### config.mk
export PLATFORM = sky130hd
export DESIGN_NAME = nnis_frame_mem
export DESIGN_NICKNAME = d
export VERILOG_FILES = /design/src/hdl/nnis_frame_mem.sv
export SDC_FILE = /design/constraint.sdc
export NUM_CORES = 1
export LEC_CHECK = 0
export ABC_AREA = 1
export BUFFER_PORTS_ARGS = -buffer_cell sky130_fd_sc_hd__buf_2
export CAP_MARGIN = 20
export CORE_MARGIN = 2
export CORE_UTILIZATION = 42
export CTS_BUF_LIST = sky130_fd_sc_hd__clkbuf_8 sky130_fd_sc_hd__clkbuf_16
export DETAILED_ROUTE_END_ITERATION = 12
export GPL_ROUTABILITY_DRIVEN = 0
export GPL_TIMING_DRIVEN = 0
export PLACE_DENSITY_LB_ADDON = 0.2
export SLEW_MARGIN = 25
export SYNTH_ARGS = -nofsm -noshare
export SYNTH_HDL_FRONTEND = slang
export SYNTH_SLANG_ARGS = --single-unit
### constraint.sdc
create_clock -name i_clk -period 1.6 [get_ports i_clk]
set_clock_uncertainty 0.15 [all_clocks]
set_input_delay 0.16 -clock i_clk [delete_from_list [all_inputs] [get_ports i_clk]]
set_output_delay 0.16 -clock i_clk [all_outputs]
set_load 0.02 [all_outputs]
### src/hdl/nnis_frame_mem.sv
`timescale 1ns / 1ps
// ----------------------------------------------------------------------------
// Nearest-neighbour scaler frame store
// Simple dual-port memory, one write and one registered read per cycle.
// ----------------------------------------------------------------------------
module nnis_frame_mem #(
    parameter int DEPTH = 4,
    parameter int AW    = 2,
    parameter int DW    = 8
) (
    input  logic          i_clk,
    input  logic          i_wr_en,
    input  logic [AW-1:0] i_wr_addr,
    input  logic [DW-1:0] i_wr_data,
    input  logic          i_rd_en,
    input  logic [AW-1:0] i_rd_addr,
    output logic [DW-1:0] o_rd_data
);
    logic [DW-1:0] r_mem [DEPTH];
    logic [DW-1:0] r_rd_data;

    always_ff @(posedge i_clk) begin
        if (i_wr_en) begin
            r_mem[i_wr_addr] <= i_wr_data;
        end
    end

    always_ff @(posedge i_clk) begin
        if (i_rd_en) begin
            r_rd_data <= r_mem[i_rd_addr];
        end
    end

    assign o_rd_data = r_rd_data;

endmodule

==> impl_metrics.ini <==
[finish]
syn2layout_area_growth_pct = 21.06
antenna_cells = 0
nFillCells = 329
fin_cells = 225
drive_gt1_frac = 0.2034
fin_nets = 191
stdcell_area_um2 = 1971

[logic_synthesis]
postSynthCellCount = 141
synth-edff-count = 40
yosysWarningCount = 0
synth_top_area_cell = edfxtp_1
avgSynthCellArea_um2 = 11.54
syn_area_um2 = 1628
seq_area_frac_synth = 0.7379
ys.flop_type = edfxtp_1
synth_cell_types = 9
synthArstFlopShare = 0
ys_top_cells_by_area = edfxtp_1 74%, nand2_1 9.2%, inv_1 8.3%, nand3_1 4.9%, buf_6 1.4%
netlist.area_leader.share = 0.7379
synth_common_cells = 40 x edfxtp_1, 40 x nand2_1, 36 x inv_1
synthesis.nets = 156
synth_seq_cells = 40

[clock_tree]
cts_resized = 0
clk_pin_slew_worst_paths_ps = 70
root_buffer = clkbuf_8
cts_buffers = 5
hold_buffers = 8
insertion_delay_ps = 290
clockBufferDepth = 2
cts_tree = done
cts_setup_buffers = 0
htreeDepth = 2
cts_sinks = 40

[timing]
maxSlewViolCount = 0
fmax_ghz = 0.8305
worstMarginPinSlew_ps = 750.1
hold_ws_ps = 77.71
fin_tns_setup_ps = 0
setup_viol = 0
maxSlewHeadroom = 0.4972
hold_violations = 0
min_period_ps = 1204
grt_setup_unrepaired = no
finalCritPeriodShare = 0.7526
setup_ws_ps = 395.9

[hold_path]
hold_path.class = in2reg

[placed_design]
dp_hpwl_um = 1897
io_buffers = 20
placed_area_um2 = 1808
preCtsSetupSlack_ps = 38.61
dp_cells = 209

[worst_setup_path]
path_class = in2reg
cpPeakStageDelay_ps = 630
cp_cell_sequence = buf_2 > inv_1 > nor3_2
critPathRequiredTime_ps = 1380
critPathLaunchType = input port
critPathSlowestCell = nor3_2
cp.arrival_ps = 980
critPathMaxFanout = 8
crit_path_end_kind = register

[detailed_routing]
firstDrtPassIters = 4
drt_iter0_drc = 38
via_per_inst = 4.569
drcViolationCount = 0
vias = 1028
ant_nets = 0
routedWlPerCell_um = 12.53
wl_um = 2819

[die]
dieHeight_um = 66.26
die-area_um2 = 4390
start_util = 0.4413
io_pins = 23
rows = 22
core_area_um2 = 3689
die_w_um = 66.26

[grt]
grt_pass1_vias = 1062
gr-usage-all-layers = 0.1547
antenna_found_initial = 0
grt_first_pass_wirelength_um = 4698
grt_overflow = 0
grt_max_degree = 13

[pwr]
p_leak_nw = 0.8910
max-vdd-ir-drop_mv = 0.5457
pwr_density_cell_nw_per_um2 = 1036

[job]
drv_cap = 0

[status]
status = finished, final reports clean
area by class of cell:
cell class / instances / area (um^2) / area share
sequential: 40 / 1201 / 0.6095
multi-input combinational: 60 / 270.3 / 0.1371
timing repair buffer: 28 / 180.2 / 0.09143
inverter: 37 / 141.4 / 0.07175
clock buffer: 5 / 68.82 / 0.03492
tap: 48 / 60.06 / 0.03048
buffer: 4 / 35.03 / 0.01778
clock inverter: 3 / 13.76 / 0.006984
sequential cells by signal (all words and copies together) (netlist names):
signal / count
o_rd_data: 8
r_mem: 32
through the flow:
step,util,power (mW)
finish,0.5343,2.041
detailed placement,0.4902,1.423
floorplan,-,1.352
global route,0.5343,2.131
CTS,0.5343,2.070
global placement,0.4847,1.412
critical path: cells and delay by family:
family | cells | cell delay, ps
and+or+nand+nor | 1 | 630
buffers and inverters | 2 | 180
worst paths after layout:
check	startpoint	endpoint	slack (ps)	cells past startpoint
min reg2reg	r_mem[0][6]	o_rd_data[6]	460	4
min	i_rd_en	o_rd_data[1]	80	1
max reg2reg	r_mem[3][1]	o_rd_data[1]	600	4
max	i_wr_addr[0]	r_mem[3][7]	400	3
per-layer routing:
layer,wire [um],part of all wire,GRT usage,vias up
li1,-,-,-,515
met1,1218,0.43,0.1812,475
met2,1356,0.48,0.2525,29
met3,157,0.056,0.03748,9
met4,87,0.031,0.09949,0
met5,0,0,0,-
cells in the final DEF, fill, tap and decap left out:
master | netlist | routed
nand2_1 | 40 | 40
edfxtp_1 | 40 | 40
inv_1 | 36 | 36
buf_2 | 1 | 21
nand3_1 | 16 | 16
dlygate4sd3_1 | 0 | 8
clkbuf_8 | 0 | 5
nor3_2 | 0 | 4
buf_6 | 2 | 2
clkinv_2 | 0 | 2
inv_4 | 1 | 1
buf_4 | 1 | 1
clkinv_1 | 0 | 1
power breakdown:
group,leakage (nW),total (mW),internal (mW),switching [mW]
sequential,0.373,1.23,1.22,0.0126
combinational,0.473,0.181,0.0685,0.112
clock,0.0453,0.631,0.296,0.335
logic make-up (layout without fill, tap and decap cells):
logic type,Yosys count,count (layout),synth area share
AND/OR/NAND/NOR,60,60,0.1537
buffers and inverters,41,77,0.1084
flip-flops,40,40,0.7379
Power figures use the tool's default switching activity.
