$ cat src/hdl/nnis_pkg.sv
`timescale 1ns / 1ps
// ----------------------------------------------------------------------------
// Nearest-neighbour scaler package
// Shared widths, defaults and the divider request and response types.
// ----------------------------------------------------------------------------
package nnis_pkg;

    // Default frame store geometry and stored channel width
    localparam int DEF_MAX_WIDTH    = 512;
    localparam int DEF_MAX_HEIGHT   = 512;
    localparam int DEF_CHANNEL_BITS = 16;

    // Fixed field widths
    localparam int PIX_W      = 16;
    localparam int COORD_W    = 12;
    localparam int SRC_W      = 10;
    localparam int TGT_W      = 13;
    localparam int CFG_IDX_W  = 2;
    localparam int CFG_DATA_W = 13;

    // Divider: dividend covers 2*col*sw + outw, divisor covers 2*outw
    localparam int DIV_N_W = 24;
    localparam int DIV_D_W = 14;

    typedef struct packed {
        logic               start;
        logic [DIV_N_W-1:0] dividend;
        logic [DIV_D_W-1:0] divisor;
    } t_div_req;

    typedef struct packed {
        logic               done;
        logic [DIV_N_W-1:0] quotient;
    } t_div_rsp;

endpackage

$ cat src/hdl/nnis_divider.sv
`timescale 1ns / 1ps
// ----------------------------------------------------------------------------
// Nearest-neighbour scaler divider
// Restoring unsigned divider, one quotient bit per cycle.
// ----------------------------------------------------------------------------
module nnis_divider (
    input  logic              i_clk,
    input  logic              i_rst_n,
    input  nnis_pkg::t_div_req i_req,
    output nnis_pkg::t_div_rsp o_rsp
);
    import nnis_pkg::*;

    localparam int CNT_W = $clog2(DIV_N_W + 1);

    logic [DIV_N_W-1:0] r_quo;
    logic [DIV_D_W-1:0] r_rem;
    logic [DIV_D_W-1:0] r_div;
    logic [CNT_W-1:0]   r_cnt;
    logic               r_busy;
    logic               r_done;

    logic [DIV_D_W:0]   trial;
    logic               q_bit;
    logic [DIV_D_W-1:0] n_rem;

    always_comb begin
        trial = {r_rem, r_quo[DIV_N_W-1]};
        q_bit = (trial >= {1'b0, r_div});
        if (q_bit) begin
            n_rem = DIV_D_W'(trial - {1'b0, r_div});
        end else begin
            n_rem = trial[DIV_D_W-1:0];
        end
    end

    always_ff @(posedge i_clk) begin
        if (!i_rst_n) begin
            r_busy <= 1'b0;
            r_done <= 1'b0;
            r_cnt  <= '0;
        end else begin
            r_done <= 1'b0;
            if (i_req.start) begin
                r_busy <= 1'b1;
                r_cnt  <= CNT_W'(DIV_N_W);
            end else if (r_busy) begin
                r_cnt <= r_cnt - 1'b1;
                if (r_cnt == CNT_W'(1)) begin
                    r_busy <= 1'b0;
                    r_done <= 1'b1;
                end
            end
        end
    end

    always_ff @(posedge i_clk) begin
        if (i_req.start) begin
            r_quo <= i_req.dividend;
            r_rem <= '0;
            r_div <= i_req.divisor;
        end else if (r_busy) begin
            // shift the next dividend bit out into the remainder, the quotient bit in
            r_quo <= {r_quo[DIV_N_W-2:0], q_bit};
            r_rem <= n_rem;
        end
    end

    assign o_rsp.done     = r_done;
    assign o_rsp.quotient = r_quo;

endmodule

$ cat config.mk
export PLATFORM = sky130hd
export DESIGN_NAME = nnis_divider
export DESIGN_NICKNAME = d
export VERILOG_FILES = /design/src/hdl/nnis_pkg.sv /design/src/hdl/nnis_divider.sv
export SDC_FILE = /design/constraint.sdc
export NUM_CORES = 1
export LEC_CHECK = 0
export BUFFER_PORTS_ARGS = -buffer_cell sky130_fd_sc_hd__buf_2
export CAP_MARGIN = 20
export CELL_PAD_IN_SITES_DETAIL_PLACEMENT = 0
export CELL_PAD_IN_SITES_GLOBAL_PLACEMENT = 1
export CORE_ASPECT_RATIO = 1.75
export CORE_UTILIZATION = 39
export DETAILED_ROUTE_END_ITERATION = 10
export GPL_ROUTABILITY_DRIVEN = 0
export PLACE_DENSITY = 0.79
export SLEW_MARGIN = 20
export SYNTH_ARGS = -nofsm -noshare
export SYNTH_HDL_FRONTEND = slang
export SYNTH_SLANG_ARGS = --single-unit
$ cat constraint.sdc
create_clock -name i_clk -period 2.4 [get_ports i_clk]
set_input_delay 0.72 -clock i_clk [delete_from_list [all_inputs] [get_ports i_clk]]
set_output_delay 0.72 -clock i_clk [all_outputs]
set_load 0.01 [all_outputs]
==> results of run 1 <==
==> report_power, final <==
group / leakage, nW / switching (mW) / internal (mW) / total (mW)
sequential: 0.552 / 0.0561 / 1.19 / 1.25
combinational: 1.16 / 0.412 / 0.365 / 0.777
clock: 0.147 / 0.432 / 0.829 / 1.26
total: 1.86 / 0.900 / 2.38 / 3.28
==> cells in the final DEF, fill, tap and decap left out, drive strengths merged, types with 3 or more instances in the layout <==
cell | Yosys | routed
inv | 23 | 25
and3 | 7 | 7
o21a | 3 | 3
buf | 5 | 107
a21o | 3 | 3
o21ai | 12 | 12
clkbuf | 9 | 12
o211ai | 4 | 4
nand2 | 14 | 14
xnor2 | 9 | 9
o311ai | 3 | 3
nand3 | 10 | 10
mux2 | 24 | 24
a31oi | 4 | 4
xor2 | 3 | 3
nor2 | 18 | 18
a211oi | 3 | 3
edfxtp | 38 | 38
nor4 | 3 | 3
nor3 | 4 | 4
a211o | 5 | 5
dfxtp | 21 | 21
a311oi | 7 | 7
a21oi | 10 | 10
ha | 17 | 17
==> flip-flops by register name, indices dropped and copies added, names as in the netlist <==
| name | cells |
|---|---|
| r_busy | 1 |
| r_cnt | 5 |
| r_div | 14 |
| r_done | 1 |
| r_quo | 24 |
| r_rem | 14 |
==> metrics by stage <==
stage | setup TNS, ns | std cells
final | -0.0164 | 488
after global routing | -0.280 | 488
after CTS | 0 | 478
after detailed placement | -0.415 | 461
after global placement | -0.247 | 461
after floorplan | 0 | 289
==> worst max-delay path, cell delays in order (launching register included) <==
cell      delay, ns
edfxtp_1       0.41
inv_2          0.10
ha_4           0.12
inv_2          0.03
fa_2           0.36
a21o_1         0.19
a221oi_2       0.30
buf_4          0.19
a221oi_2       0.06
nand2b_4       0.18
xnor2_2        0.15
o31ai_1        0.23
==> routing by layer <==
| metal | vias to the layer above | global-route usage | wire length, um |
|---|---|---|---|
| met4 | 0 | 0.148 | 474 |
| met1 | 1370 | 0.201 | 2890 |
| met2 | 105 | 0.367 | 4720 |
| li1 | 1299 | - | - |
| met5 | - | 0 | 0 |
| met3 | 33 | 0.0356 | 355 |
==> worst max-delay path by stage <==
stage,from,slack [ns],to,cells past startpoint
global placement,r_div[1],-0.25,r_rem[13],8
finish,r_quo[23],-0.01,r_rem[10],11
floorplan,r_quo[23],0.08,r_rem[12],10
global route,r_quo[23],-0.11,r_rem[10],11
CTS,r_div[4],0.04,r_rem[2],9
detailed placement,r_div[1],-0.28,r_rem[13],8
==> cell families (layout without fill, tap and decap cells) <==
group | after synthesis | in the layout
AND/OR/NAND/NOR | 71 | 71
AO/OA/AOI/OAI | 68 | 68
flip-flops | 59 | 59
buffers and inverters | 37 | 146
multiplexers | 24 | 24
adder cells (fa/ha/maj) | 18 | 18
XOR/XNOR | 12 | 12
==> area by class of cell <==
cell class | instances | area, sq um | share of cell area
well taps | 90 | 113 | 0.0258
inverters | 23 | 86.3 | 0.0198
repair buffers | 107 | 652 | 0.149
flip-flops and latches | 59 | 1560 | 0.357
clock inverters | 4 | 47.5 | 0.0109
clock buffers | 12 | 246 | 0.0564
multi-input cells | 193 | 1660 | 0.380
==> repair_timing <==
item,in CTS,in global routing
pin swaps,2,15
hold buffers,0,0
setup endpoints to repair,12,14
setup buffers,1,10
resized for setup,6,26
==> results.tsv, run 1 <==
metric	value	unit
place_hpwl	6020	um
hold_end	r_rem[4]	
vias	2807	
p_per_area	752	mW/mm^2
worst_slack	-0.0140	ns
fmax	414	MHz
relSlewSlack	0.653	
syn_nets	348	
finClkSkew	0.00819	ns
synth_cell_types	54	
fin_area	0.00437	sq mm
drc	0	
synthMuxAreaShare	0.0843	
drv_slew	0	
synth_top_area_cell	edfxtp_1	
clock_sinks	59	
pre_cts_ws	-0.276	ns
synth_edf_count	38	
ios	66	
crit_arrival	2.66	ns
rows	43	
min_period	2.41	ns
p_leak	1.86	nW
start_kind	register	
critical_path.max_fanout	3	
yosys.area_share.adder	0.0726	
ys_ff_latch	59	
synthCells	289	
crit_required	2.64	ns
synth-compound-area-share	0.165	
drive_gt1_frac	0.435	
grt_pass1_wl	13000	um
r2r_slack	-0.01	ns
reg2reg_depth	11	
start_util	0.403	
cts_buffers	9	
timing_worst_setup_path_type	register to register	
nFillCells	702	
yosysSeqAreaShare	0.487	
syn_avg_cell_area	11.1	sq um
worstHoldPathCells	2	
grt_pass1_vias	2733	
maxCapViolations	0	
clockBufferDepth	2	
synth_xor_area_frac	0.0328	
fin_util	0.549	
endpoint_kind	register	
synth_top_area_frac	0.356	
area_growth_syn_to_layout	36.3	%
finalWirelength	8430	um
synth_top_family_by_area	compound AO/OA/AOI/OAI gates	
antenna_cells	0	
ys_async_sr_fraction	0	
grt_max_degree	28	
final_nets	452	
antenna_found_initial	0	
netlist_top_cells_count	edfxtp_1, mux2_2, inv_1	
avgRoutedWirePerCell	17.3	um
synthFlopType	edfxtp_1	
hold_class	register to register	
clock_tree.root_cell	clkbuf_16	
synthSimpleGateAreaFrac	0.112	
yosys_warnings	0	
outcome	complete, but fails checks	
rr_endpoint	r_rem[10]	
overflow	0	
drt_iter0_markers	190	
portBuffers	65	
place_area	0.00382	sq mm
finalHoldViolations	0	
rsz0062_at_grt	yes	
track_usage	0.201	
via_per_inst	5.75	
die_area	0.00860	sq mm
reg2reg_from	r_quo[23]	
drt.antenna.violating_nets	0	
peakVddDrop	0.601	mV
clkLatencyLatePin	0.33	ns
drt_pass1_iterations	4	
syn_area	0.00321	sq mm
dieWidth	70.5	um
setup-violations-final	2	
clk_pin_slew_worst_paths	0.05	ns
coreArea	0.00796	sq mm
worst_hold_slack	0.504	ns
cts_tree	done	
total_power	3.28	mW
tightest_slew	0.513	ns
synth.area.top_cells	edfxtp_1, dfxtp_1, mux2_2	
violations	setup timing	
synth_most_common_cell	edfxtp_1	
timing.hold.worst.start	r_rem[4]	
die_h	122	um
cts_max_level	3	
period_share	1.01	
Note: power is estimated with default switching activity, not from simulation.
==> run 2: changes to the inputs <==
--- a/config.mk
+++ b/config.mk
@@ -5,13 +5,13 @@
 export SDC_FILE = /design/constraint.sdc
 export NUM_CORES = 1
 export LEC_CHECK = 0
-export BUFFER_PORTS_ARGS = -buffer_cell sky130_fd_sc_hd__buf_2
 export CAP_MARGIN = 20
 export CELL_PAD_IN_SITES_DETAIL_PLACEMENT = 0
 export CELL_PAD_IN_SITES_GLOBAL_PLACEMENT = 1
 export CORE_ASPECT_RATIO = 1.75
-export CORE_UTILIZATION = 39
+export CORE_UTILIZATION = 45
 export DETAILED_ROUTE_END_ITERATION = 10
+export DONT_BUFFER_PORTS = 1
 export GPL_ROUTABILITY_DRIVEN = 0
 export PLACE_DENSITY = 0.79
 export SLEW_MARGIN = 20
==> run 2 against run 1 <==
The run now ends clean. Clock power shrank 8%. Largest cell class unchanged. Design area shrank 8.4%. Cell count shrank 16%. Routed wire length shrank 6.8%. First-iteration DRC count shrank 33%. Sequential power is essentially flat. Core utilization grew 3.5 points. Fmax grew 1.3%.
==> results.tsv, run 2 (synthesis gave the netlist of run 1 again) <==
metric	value	unit	change
outcome	finished clean		was complete, but fails checks
final.setup.tns	0	ns	was -0.0164 ns
cts_tree	done		unchanged
tightest_slew	0.418	ns	was 0.513 ns
setup-violations-final	0		was 2
maxCapViolations	0		unchanged
clkLatencyLatePin	0.33	ns	about the same
peakVddDrop	0.583	mV	was 0.601 mV
rows	40		was 43
place_hpwl	5630	um	was 6020 um
cts_buffers	9		unchanged
critPathSlowestCell	dfxtp_1		was edfxtp_1
crit_buf_inv	1		was 3
final_common_cell	edfxtp_1		was buf_2
final_cells	409		was 488
clock_tree.root_cell	clkbuf_16		unchanged
largest_register_ff_count	24		unchanged
critical_path.max_fanout	6		was 3
start_util	0.468		was 0.403
worst_slack	0.0159	ns	was -0.0140 ns
overflow	0		unchanged
finClkSkew	0.0102	ns	was 0.00819 ns
cp_top_family	compound AO/OA/AOI/OAI gates		unchanged
total_power	3.08	mW	was 3.28 mW
drive_gt1_frac	0.305		was 0.435
cts_max_level	3		unchanged
crit_arrival	2.46	ns	was 2.66 ns
p_leak	1.55	nW	was 1.86 nW
grt_pass1_vias	2593		was 2,733
drt.antenna.violating_nets	0		unchanged
finalHoldViolations	0		unchanged
die_h	114	um	was 122 um
grt_pass1_wl	12200	um	was 13,000 um
pre_cts_ws	-0.0992	ns	was -0.276 ns
vias	2468		was 2,807
dieWidth	65.8	um	was 70.5 um
coreArea	0.00686	sq mm	was 0.00796 sq mm
period_share	0.993		was 1.01
regMostFlops	r_quo		unchanged
clock_sinks	59		unchanged
dp_cells	388		was 461
min_period	2.38	ns	was 2.41 ns
drt_pass1_iterations	4		unchanged
portBuffers	0		was 65
track_usage	0.225		was 0.201
antenna_found_initial	0		unchanged
start_kind	register		unchanged
timing_worst_setup_path_type	register to register		unchanged
antenna_cells	0		unchanged
fmax	419	MHz	was 414 MHz
endpoint_kind	register		unchanged
crit_required	2.47	ns	was 2.64 ns
finalWirelength	7860	um	was 8430 um
ios	66		unchanged
path_cells	ha_2 > nand2_1 > o21ai_2 > a221o_1 > o211ai_4 > buf_6 > nand2_1 > mux2_2		was inv_2 > ha_4 > inv_2 > fa_2 > a21o_1 > a221oi_2 > buf_4 > a221oi_2 > nand2b_4 > xnor2_2 > o31ai_1
die_area	0.00748	sq mm	was 0.00860 sq mm
clockBufferDepth	2		unchanged
via_per_inst	6.03		was 5.75
p_per_area	771	mW/mm^2	was 752 mW/mm^2
clk_pin_slew_worst_paths	0.05	ns	about the same
avgRoutedWirePerCell	19.2	um	was 17.3 um
cp_common_cell	nand2_1		
area_growth_syn_to_layout	24.8	%	was 36.3%
drc	0		unchanged
reg.largest.list	r_quo x24, r_div x14, r_rem x14		unchanged
final_cell_mix	edfxtp_1, buf_4, mux2_2, inv_1, dfxtp_1		was buf_2, buf_4, edfxtp_1, mux2_2, dfxtp_1
hold_class	input pin to register		was register to register
drt_iter0_markers	127		was 190
hold_buffers	0		unchanged
grt_max_degree	51		was 28
slowest_delay	0.44	ns	was 0.41 ns
relSlewSlack	0.718		was 0.653
final_nets	379		was 452
drv_slew	0		unchanged
[run 2: cell types whose count changed in the layout (fill, tap and decap cells not counted), sizes merged]
cell / change
buf: -73
clkbuf: +3
clkinvlp: +1
inv: -2
clkinv: -1
bufinv: -1
[run 2: what timing repair did]
item	CTS	global route
gates resized for setup	5	32
pin swaps	1	13
setup buffers	0	5
setup endpoints to repair	4	13
[run 2: stage by stage]
stage | utilization | hold slack (ns) | instance area (sq um)
2_1_floorplan | - | 0.465 | 3210
3_3_place_gp | 0.507 | 0.490 | 3470
3_5_place_dp | 0.507 | 0.497 | 3470
4_1_cts | 0.549 | 0.451 | 3760
5_1_grt | 0.583 | 0.468 | 4000
6_report | 0.583 | 0.490 | 4000
[run 2: worst paths after layout]
path         cells past startpoint  slack (ns)         to  startpoint
max                              8        0.02   r_quo[0]    r_rem[6]
min                              0        0.49  r_div[11]   i_req[11]
max reg2reg                      8        0.02   r_quo[0]    r_rem[6]
min reg2reg                      2        0.50   r_rem[4]    r_rem[4]
[run 2: cell type report]
type                       instances  area, sq um
fill                             556         2860
multi-input combinational        193         1710
sequential                        59         1560
clock buffer                      15          268
timing repair buffer              34          263
tap                               84          105
inverter                          23         88.8
clock inverter                     1         7.51
[run 2: layer usage]
metal	GRT usage	vias up	share of wire
met3	0.0630	32	0.053
met2	0.390	99	0.54
met1	0.209	1179	0.35
met4	0.190	0	0.058
met5	0	-	0
li1	-	1158	-
[run 2: report_power, final]
group / total, mW / leakage (nW) / switching, mW / internal (mW)
Sequential: 1.28 / 0.552 / 0.0882 / 1.19
Combinational: 0.645 / 0.864 / 0.344 / 0.301
Clock: 1.16 / 0.130 / 0.405 / 0.754
